--- src/rtl/pha_pkg.sv ---
`timescale 1ns / 1ps
package pha_pkg;
  localparam int unsigned TableDepthDefault = 16;
  localparam logic [31:0] WarnThresholdReset = 32'd1048576;
  localparam logic [15:0] IntervalSecReset = 16'd5;
  localparam logic [1:0] KindStatus = 2'd0;
  localparam logic [1:0] KindSrc = 2'd1;
  localparam logic [1:0] KindDst = 2'd2;
  localparam logic CfgWarn = 1'b0;
  localparam logic CfgInterval = 1'b1;

  typedef struct packed {
    logic [47:0] src_mac;
    logic [31:0] src_ip;
    logic [47:0] dst_mac;
    logic [31:0] dst_ip;
    logic [15:0] pkt_len;
    logic [31:0] time_sec;
  } pkt_t;

  typedef struct packed {
    logic [1:0] kind;
    logic warn_flag;
    logic table_full;
    logic [47:0] entry_mac;
    logic [31:0] entry_ip;
    logic [31:0] entry_bytes;
    logic last;
  } res_t;

  function automatic logic [31:0] sat_add(input logic [31:0] a, input logic [31:0] b);
    logic [32:0] s;
    s = {1'b0, a} + {1'b0, b};
    return s[32] ? 32'hFFFF_FFFF : s[31:0];
  endfunction
endpackage

--- src/rtl/pha_front.sv ---
`timescale 1ns / 1ps
module pha_front (
  input  logic clk,
  input  logic rst,
  input  logic in_valid,
  output logic in_stall,
  input  pha_pkg::pkt_t in_pkt,
  output logic q_valid,
  input  logic q_stall,
  output pha_pkg::pkt_t q_pkt
);
  pha_pkg::pkt_t buf0, buf1;
  logic [1:0] cnt;
  logic wr, rd;

  assign in_stall = cnt[1];
  assign wr = in_valid && !in_stall;
  assign q_valid = cnt != 2'd0;
  assign rd = q_valid && !q_stall;
  assign q_pkt = buf0;

  always_ff @(posedge clk) begin
    if (rst) begin
      cnt <= 2'd0;
    end else begin
      cnt <= cnt + {1'b0, wr} - {1'b0, rd};
    end
  end

  always_ff @(posedge clk) begin
    if (rd) begin
      buf0 <= buf1;
      if (wr && cnt == 2'd1) buf0 <= in_pkt;
      if (wr && cnt == 2'd2) buf1 <= in_pkt;
    end else if (wr) begin
      if (cnt == 2'd0) buf0 <= in_pkt;
      else buf1 <= in_pkt;
    end
  end
endmodule

--- config.mk ---
export PLATFORM = sky130hd
export DESIGN_NAME = pha_front
export DESIGN_NICKNAME = d
export VERILOG_FILES = /design/src/rtl/pha_pkg.sv /design/src/rtl/pha_front.sv
export SDC_FILE = /design/constraint.sdc
export NUM_CORES = 1
export LEC_CHECK = 0
export ABC_CLOCK_PERIOD_IN_PS = 30700
export BUFFER_PORTS_ARGS = -buffer_cell sky130_fd_sc_hd__buf_2
export CORE_MARGIN = 2
export CORE_UTILIZATION = 30
export DETAILED_ROUTE_END_ITERATION = 8
export SLEW_MARGIN = 25
export SYNTH_ARGS = -nofsm -noshare
export SYNTH_HDL_FRONTEND = slang
export SYNTH_SLANG_ARGS = --single-unit
--- constraint.sdc ---
create_clock -name clk -period 30.7 [get_ports clk]
set_input_delay 0 -clock clk [delete_from_list [all_inputs] [get_ports clk]]
set_output_delay 0 -clock clk [all_outputs]
set_load 0.02 [all_outputs]
Word-level counts from Yosys, hierarchy flattened
Cells that the tools add are included.
{ "totals": {"register_bits": 418, "in_bits": 212, "out_inout_bits": 210, "elab_cells": 39} }
{ "op_classes": {"add_sub_neg": 2, "eq_ne": 4, "muxes": 8, "n_reduce_logical": 12} }
{ "ops": {"columns": ["op", "n"], "rows": [
  ["$mux W208", 8],
  ["$reduce_bool A2 Y1", 3],
  ["$logic_and A1 B1 Y1", 4],
  ["$reduce_and A3 Y1", 1],
  ["$add A2 B1 Y2", 1],
  ["$eq A2 B1 Y1 const B", 1],
  ["$eq A2 B2 Y1 const B", 1],
  ["$logic_not A1 Y1", 2],
  ["$logic_not A2 Y1", 1],
  ["$ne A2 B1 Y1 const B", 1],
  ["$ne A2 B2 Y1 const B", 1],
  ["$reduce_and A2 Y1", 1],
  ["$sub A2 B1 Y2", 1]
]} }

Depth between registers and ports, before layout
Gate-level depths: netlist of run 1.
{ "depth": {"word_depth": 5, "mapped_depth": 8, "mapped_depth_nobuf": 6} }

Least setup slack after synthesis of run 1
OpenSTA, ideal clock, no wires.
{ "synth_path": {"path_type": "reg2reg", "start": "register cnt[1]", "end": "register buf0 (netlist bit q_pkt[0]), enable pin", "setup_ps": 846, "t_arrival_ps": 10817, "required_ps": 29854, "slack_ps": 19037, "path_stages_with_launch": 3, "path_buffers": 0, "period_less_slack_ps": 11663, "cell_sequence": "dfxtp_1 or2_2 a21oi_1"} }
{ "synth_via": {"elab_chain_len": 4, "elab_cells_between_ends": 8, "classes_between": "8 x reduce/logical"} }
{ "synth_lines": {"columns": ["item", "line_no", "text"], "rows": [
  ["start: declaration", "pha_front.sv:13", "logic [1:0] cnt;"],
  ["start signal: assignment", "pha_front.sv:26", "cnt <= cnt + {1'b0, wr} - {1'b0, rd};"],
  ["$reduce_bool A2 Y1 (*)", "pha_front.sv:18", "assign q_valid = cnt != 2'd0;"],
  ["named net q_valid", "pha_front.sv:8", "output logic q_valid,"],
  ["$logic_and A1 B1 Y1 (*)", "pha_front.sv:19", "assign rd = q_valid && !q_stall;"],
  ["$reduce_bool A2 Y1 (no source line)", null, null],
  ["$reduce_and A2 Y1 (no source line) (*)", null, null],
  ["end signal: assignment", "pha_front.sv:32", "buf0 <= buf1;"],
  ["end signal: assignment", "pha_front.sv:33", "if (wr && cnt == 2'd1) buf0 <= in_pkt;"],
  ["end signal: assignment", "pha_front.sv:36", "if (cnt == 2'd0) buf0 <= in_pkt;"],
  ["end: declaration", "pha_front.sv:12", "pha_pkg::pkt_t buf0, buf1;"]
]} }
Mark *: on every way through the listed nets, which the timed path passes. The rest lies on a longest branch.
A chain may end at the register's enable or synchronous reset.

Final worst setup path of run 1
{ "layout_path": {"start": "register cnt[0]", "end": "register buf0 (netlist bit q_pkt[14]) (data pin)"} }
{ "layout_via": {"elab_chain_len": 4, "elab_cells_between_ends": 6, "classes_between": "1 x eq/ne; 2 x mux; 3 x reduce/logical"} }
{ "layout_lines": {"columns": ["item", "line_no", "text"], "rows": [
  ["$eq A2 B1 Y1", "pha_front.sv:33", null],
  ["$logic_and A1 B1 Y1", "pha_front.sv:33", null],
  ["$mux W208", "pha_front.sv:33", null],
  ["$mux W208 (*)", "pha_front.sv:31", "if (rd) begin"]
]} }
Mark *: on every way between the ends. The rest lies on a longest branch, timed or not.

==> results of run 1 <==
-- report_power, final --
part	leakage (nW)	internal, mW	switching (mW)
Combinational	3.75	0.141	0.239
Sequential	3.96	0.761	0.0259
Clock	0.751	0.344	0.220
Total	8.46	1.25	0.485
-- layer usage --
layer	up-vias	routed length (um)	GRT usage [%]
li1	4007	-	-
met1	4260	14710	15.48
met2	356	16970	21.22
met3	73	3090	4.449
met4	0	1149	4.797
met5	-	0	0
-- sequential cells by signal (all words and copies together) (netlist names) --
register  flops
buf1        208
cnt           2
q_pkt       208
-- through the flow --
step,std cells,worst slack [ns]
floorplan,665,19.04
global placement,1753,26.54
detailed placement,1753,26.45
CTS,2045,26.45
global route,2047,26.23
finish,2047,26.46
-- final timing paths --
path                endpoint       from  slack, ns
setup / recovery   q_pkt[14]     cnt[0]      26.46
hold / removal        cnt[1]    q_stall       0.10
setup reg to reg   q_pkt[14]     cnt[0]      26.46
hold reg to reg   q_pkt[194]  buf1[194]       0.54
-- synthesized netlist by cell type --
library cell | instances | area, um^2
a21oi_1 | 1 | 5.000
a21oi_2 | 1 | 8.760
a31o_2 | 1 | 8.760
and2_1 | 1 | 6.260
and4_1 | 1 | 8.760
buf_12 | 11 | 220.2
buf_4 | 11 | 82.58
buf_6 | 1 | 11.26
dfxtp_1 | 2 | 40.04
edfxtp_1 | 416 | 12490
ha_1 | 1 | 12.51
inv_1 | 1 | 3.750
mux2_2 | 108 | 1216
mux2_4 | 100 | 1501
nand2b_1 | 2 | 12.51
nor2_1 | 1 | 3.750
nor2b_1 | 1 | 6.260
nor3_1 | 1 | 5.000
nor3b_1 | 1 | 7.510
nor4b_1 | 1 | 8.760
o21ai_0 | 1 | 5.000
or2_2 | 1 | 6.260
-- critical path, stage by stage (launching register included) --
cell and delay (ns):
dfxtp_1 0.45, nand2b_1 0.14, a21oi_4 0.59, buf_4 0.63, buf_4 0.70, buf_4 0.80, mux2_2 0.43
-- area by class of cell --
cell class,instances,area [um^2],area share (%)
clock inverter,30,382.9,1.733
tap,680,850.8,3.851
timing repair buffer,644,4332,19.61
sequential,418,12530,56.73
antenna,1,2.502,0.01133
inverter,1,3.754,0.01699
multi-input combinational,223,2844,12.87
clock buffer,50,1145,5.182
-- cell families (layout without fill, tap and decap cells) --
group	count (synthesis)	count (layout)	share of synthesized area, %
flip-flops	418	418	79.96
multiplexers	208	208	17.34
AO/OA/AOI/OAI	4	4	0.1756
adder cells (fa/ha/maj)	1	1	0.07982
buffers and inverters	24	725	2.028
other	0	1	0
AND/OR/NAND/NOR	10	10	0.4152
-- timing repair --
| action | in CTS | in global routing |
|---|---|---|
| endpoints found under the hold margin | 418 | 0 |
| gates resized for setup | 0 | 0 |
| hold buffers | 212 | 0 |
| endpoints found under the setup margin | 0 | 0 |
==> results.md, run 1 <==
* Min-Delay Path Class: in -> reg
* Htree depth at 2
* Grt ovf at 0
* Iteration-0 DRC Markers at 405
* Drt pass-1 iters at 4
* Syn Inst Count at approximately 670
* Fill cells at 4547
* Synth cell types at 22
* Relative slew slack at approximately a third
* CTS tree: yes
* Avg Cell Area, Syn at 23.57 um^2
* Hold Worst Slack at a little over 0.1 ns
* Max clock buf depth at 3
* Tmin final at 4.241 ns
* Max-slew violations at 0
* HPWL Detailed at 22.99 mm
* Worst Path Arrival at 4.53 ns
* Syn_nets at 878
* PD cells at between 70 and 80 mW/mm^2
* Final Power at 1.731 mW
* Vias per std cell at 4.248
* Synth Cell Area at 0.01567 mm^2
* Routed Antenna Nets at 0
* Clock buffer count from CTS at between 40 and 50
* Die area at approximately 0.054 mm^2
* Yosys reg bits at 418
* Core Rows at 83
* Seq/Total Area, Yosys at between 70 and 80%
* CTS sink count at 418
* Number of max-cap violations at 0
* Boundary Pins at 422
* Die Width at between 200 and 250 um
* Setup TNS at 0 ns
* Max IR drop VDD at 0.06030 mV
* Die height at 232.6 um
* Req. time, crit path at just over 30 ns
* Vias post-DR at 8696
* Yosys warns at 0
* WS Path Type: reg -> reg
* Initial antenna violation count at 1
* Dpl cell area at 0.01841 mm^2
* Worst-Margin Slew at about 0.97 ns
* Unrepaired setup endpoints after global routing: false
* Most common cell after layout, fill and taps aside: buf_2
* Final-stage net count at between 1500 and 2000
* Hold Vio Cnt, Final at 0
* Leakage at between 8 and 9 nW
* Overall routing resource usage at about an eighth
* Commonest non-fill, non-tap cells in the layout: buf_2, edfxtp_1, dlygate4sd3_1
* Largest net degree at the start of global routing at 75
* Clk Latency, worst-skew pair at 0.56 ns
* Core Box Area at 0.05151 mm^2
* Clock-pin slew on the worst setup and hold paths at 0.06 ns
* Achievable Freq at 235.8 MHz
* First-pass GRT wire length at 53.68 mm
* PortBufs at 421
* DR WL/cell at 17.54 um
* R2R cell count at 6
* Status: completed
* RD Place Congestion at 0.7426
* Vias in the first global route at 9437
* Final Core Density at 42.89%
* Starting density of the core at between 30% and 40%
* Final Skew at roughly 0.016 ns
* Finished Cell Area at 0.02209 mm^2
* Critical Path End Type: flip-flop
* Final period util at 13.82%
* Root buf cell: clkbuf_16
* Detailed Route WL at 35.91 mm
* Max FO, Critical Path at 51
* DR DRC count at 0
* Startpoint types: flip-flop
* Post-CTS setup buffers at 0
* Setup Viol. Count Final at 0
* Layout area overhead at 40.96%
* Hold Path Stages at 4
* Share of layout cells above drive strength 1 at a little over half
No activity file was read; power rests on OpenSTA's default activity.
==> run 2: changes to the inputs <==
--- a/config.mk
+++ b/config.mk
@@ -5,7 +5,8 @@
 export SDC_FILE = /design/constraint.sdc
 export NUM_CORES = 1
 export LEC_CHECK = 0
-export ABC_CLOCK_PERIOD_IN_PS = 30700
+export ABC_AREA = 1
+export ABC_CLOCK_PERIOD_IN_PS = 3700
 export BUFFER_PORTS_ARGS = -buffer_cell sky130_fd_sc_hd__buf_2
 export CORE_MARGIN = 2
 export CORE_UTILIZATION = 30
==> constraint.sdc (replaced) <==
create_clock -name clk -period 3.7 [get_ports clk]
set_input_delay 0 -clock clk [delete_from_list [all_inputs] [get_ports clk]]
set_output_delay 0 -clock clk [all_outputs]
set_load 0.02 [all_outputs]
==> run 2 against run 1 <==
  * Clock skew down 0.0051 ns
  * Global-route usage increased by 0.63 points
  * Final area rose by 2.2%
  * Clock power rose to 7.8 times the previous value
  * Critical path depth shrank 2
  * Via count is 20% higher
  * Non-clock buffer count rose by 7
  * Critical path type unchanged
  * Largest cell class unchanged
  * Sequential power increased to 9.1 times the previous value
==> results.md, run 2 <==
* Tmin final at 2.286 ns (-1.955 ns)
* Hold Vio Cnt, Final at 0 (unchanged)
* CP top delay family: compound AO/OA/AOI/OAI gates
* Max-slew violations at 0 (unchanged)
* Syn_nets at 1325 (+51%)
* PD cells at 726.4 mW/mm^2 (+830%)
* Post-synth EDFFs at 416 (unchanged)
* Boundary Pins at 422 (unchanged)
* Max clock buf depth at 3 (unchanged)
* Pre-CTS WS at 1.394 ns (-25.06 ns)
* Top cells by area, synth: edfxtp_1, o21ai_2, inv_1
* Avg Cell Area, Syn at 14.58 um^2 (-38%)
* Relative slew slack at 34.24% (-0.92 points)
* Post-route insts no fill at 2493 (+22%)
* WS Path Type: reg -> reg
* Iteration-0 DRC Markers at 531 (+31%)
* Leakage at 9.648 nW (+14%)
* Setup TNS at 0 ns (unchanged)
* Htree depth at 2 (unchanged)
* Max IR drop VDD at 0.4800 mV (+700%)
* Worst Path Arrival at 2.47 ns (-2.06 ns)
* Clk Latency, worst-skew pair at 0.56 ns (about the same)
* Vias in the first global route at 10710 (+14%)
* CP Cell Sequence: inv_2 -> nand2_8 -> o21ai_4 -> buf_12
* Top FF cell, synth: edfxtp_1
* Critical Path End Type: flip-flop
* Worst-Margin Slew at 0.9827 ns (+0.01009 ns)
* Share of layout cells above drive strength 1 at 35.52% (-17 points)
* Sw Pwr at 5.513 mW (+1000%)
* R2R Setup Slk at 1.41 ns (-25.05 ns)
* RD Place Congestion at 0.7519 (+1.3%)
* Detailed Route WL at 38.30 mm (+6.6%)
* Layout area overhead at 39.29%
* Ys async rst share at 0% (unchanged)
* Vias per std cell at 4.179 (-1.6%)
* Final period util at 61.79% (+48 points)
* Startpoint types: flip-flop
* Logic pwr share at 29.2% (+7.2 points)
* Sw frac at 33.60% (+5.6 points)
* Setup Viol. Count Final at 0 (unchanged)
* CTS tree: yes
* Req. time, crit path at 3.88 ns (-27.11 ns)
* Final WS setup at 1.414 ns (-25.05 ns)
* Seq/Total Area, Yosys at 77.28% (-2.7 points)
* Vias post-DR at 10420 (+20%)
* PortBufs at 421 (unchanged)
* Drt pass-1 iters at 4 (unchanged)
* Final-stage net count at 1978 (+28%)
* Commonest non-fill, non-tap cells in the layout: buf_2, edfxtp_1, inv_1, nand2_1, dlygate4sd3_1
* Post_cts resized at 0 (unchanged)
* Clock-pin slew on the worst setup and hold paths at 0.06 ns (about the same)
* Top cell type's share of synthesized area at 77.04% (-2.7 points)
* Core Box Area at 0.05360 mm^2 (+4.1%)
* Most frequent cell after synthesis: edfxtp_1
* HPWL Detailed at 24.69 mm (+7.4%)
* Synth cell types at 20 (-9.1%)
* Root buf cell: clkbuf_16
* DR WL/cell at 15.36 um (-12%)
* Number of max-cap violations at 0 (unchanged)
* Buf/Inv on CP at 2 (-1)
* Fill cells at 4981 (+9.5%)
* Final Skew at 0.01105 ns (-0.005090 ns)
* Achievable Freq at 437.4 MHz (+86%)
* Clock buffer count from CTS at 46 (+2.2%)
* Area leader, netlist: edfxtp_1
* Grt ovf at 0 (unchanged)
* Most common cell after layout, fill and taps aside: buf_2
* CP max stage cell: o21ai_4
* Flop pwr share at 43.9% (-1.6 points)
* Yosys warns at 0 (unchanged)
* Placed insts at 2202 (+26%)
* CTS sink count at 418 (unchanged)
* Synth Cell Area at 0.01622 mm^2 (+3.5%)
* Unrepaired setup endpoints after global routing: false
* Post-synth top cells: edfxtp_1, inv_1, nand2_1, o21ai_2, o21ai_1
* Initial antenna violation count at 4 (+3)
* Die Width at 236.5 um (+1.7%)
* Status: completed
* Power Internal at 10.89 mW (+770%)
* Clk pwr share at 26.9% (-5.7 points)
* Overall routing resource usage at 13.48% (+0.63 points)
* Min-Delay Path Class: in -> reg
* First-pass GRT wire length at 59.37 mm (+11%)
* Slowest stage delay, CP at 0.78 ns (-0.02 ns)
* Die height at 236.5 um (+1.7%)
* Core Rows at 85 (+2.4%)
* Die area at 0.05593 mm^2 (+3.4%)
* Starting density of the core at 30.25% (-0.17 points)
* Max FO, Critical Path at 89 (+75%)
* DR DRC count at 0 (unchanged)
* Syn Inst Count at 1112 (+67%)
* Routed Antenna Nets at 0 (unchanged)
* Yosys reg bits at 418 (unchanged)
* Largest net degree at the start of global routing at 120 (+60%)
[run 2: cells by family after synthesis]
kind of cell / after synthesis / synth area share, %
adders and majority gates: 1 / 0.07715
AOI/OAI and AO/OA: 210 / 9.491
and+or+nand+nor: 222 / 5.324
DFF: 418 / 77.28
buffers and inverters: 261 / 7.824
[run 2: final cells by class]
class / count / area, um^2 / share of cell area (%)
Inverter: 215 / 809.5 / 3.584
Antenna cell: 1 / 2.502 / 0.01108
Tap cell: 696 / 870.8 / 3.856
Sequential cell: 418 / 12540 / 55.50
Clock buffer: 59 / 1264 / 5.595
Multi-Input combinational cell: 433 / 2442 / 10.81
Timing Repair Buffer: 651 / 4487 / 19.86
Clock inverter: 20 / 175.2 / 0.7755
[run 2: what timing repair did]
item | CTS | global route
hold buffers | 211 | 0
hold endpoints to repair | 418 | 0
buffers inserted | 0 | 0
[run 2: layer usage]
metal / wire [um] / GRT usage, %
met5: 34 / 0
met3: 3226 / 4.885
met2: 18160 / 22.03
met1: 15680 / 16.25
met4: 1197 / 5.293
[run 2: power by group through the flow]
stage                     sequential, mW  combinational (mW)  clock (mW)
final                               7.20                4.80        4.41
after global routing                7.30                5.21        4.75
after CTS                           7.22                4.88        4.57
after detailed placement            7.30                4.70           0
after global placement              7.26                4.62           0
after floorplan                     8.60                1.91           0
[run 2: path summary, 6_finish.rpt]
kind,startpoint,endpoint,cells after the start
worst max-delay path,cnt[0],q_pkt[115],4
worst min-delay path,q_stall,cnt[1],6
worst max register to register,cnt[0],q_pkt[115],4
worst min register to register,buf1[72],q_pkt[72],2
[run 2: stage by stage]
stage               hold slack (ns)  util (%)  area [um^2]  total power [mW]
detailed placement           0.1797     35.51        19030             12.00
CTS                         0.05385     42.13        22580             16.68
floorplan                   0.07122         -        16250             10.51
global placement             0.1760     35.51        19030             11.89
finish                      0.09811     42.14        22590             16.41
global route                 0.1359     42.14        22590             17.26
[run 2: worst register-to-register path: cells and delay by family (launching register included)]
kind,cells,cell delay (ns)
buffers and inverters,2,0.57
flip-flops,1,0.35
AND/OR/NAND/NOR,1,0.07
AO/OA/AOI/OAI,1,0.78
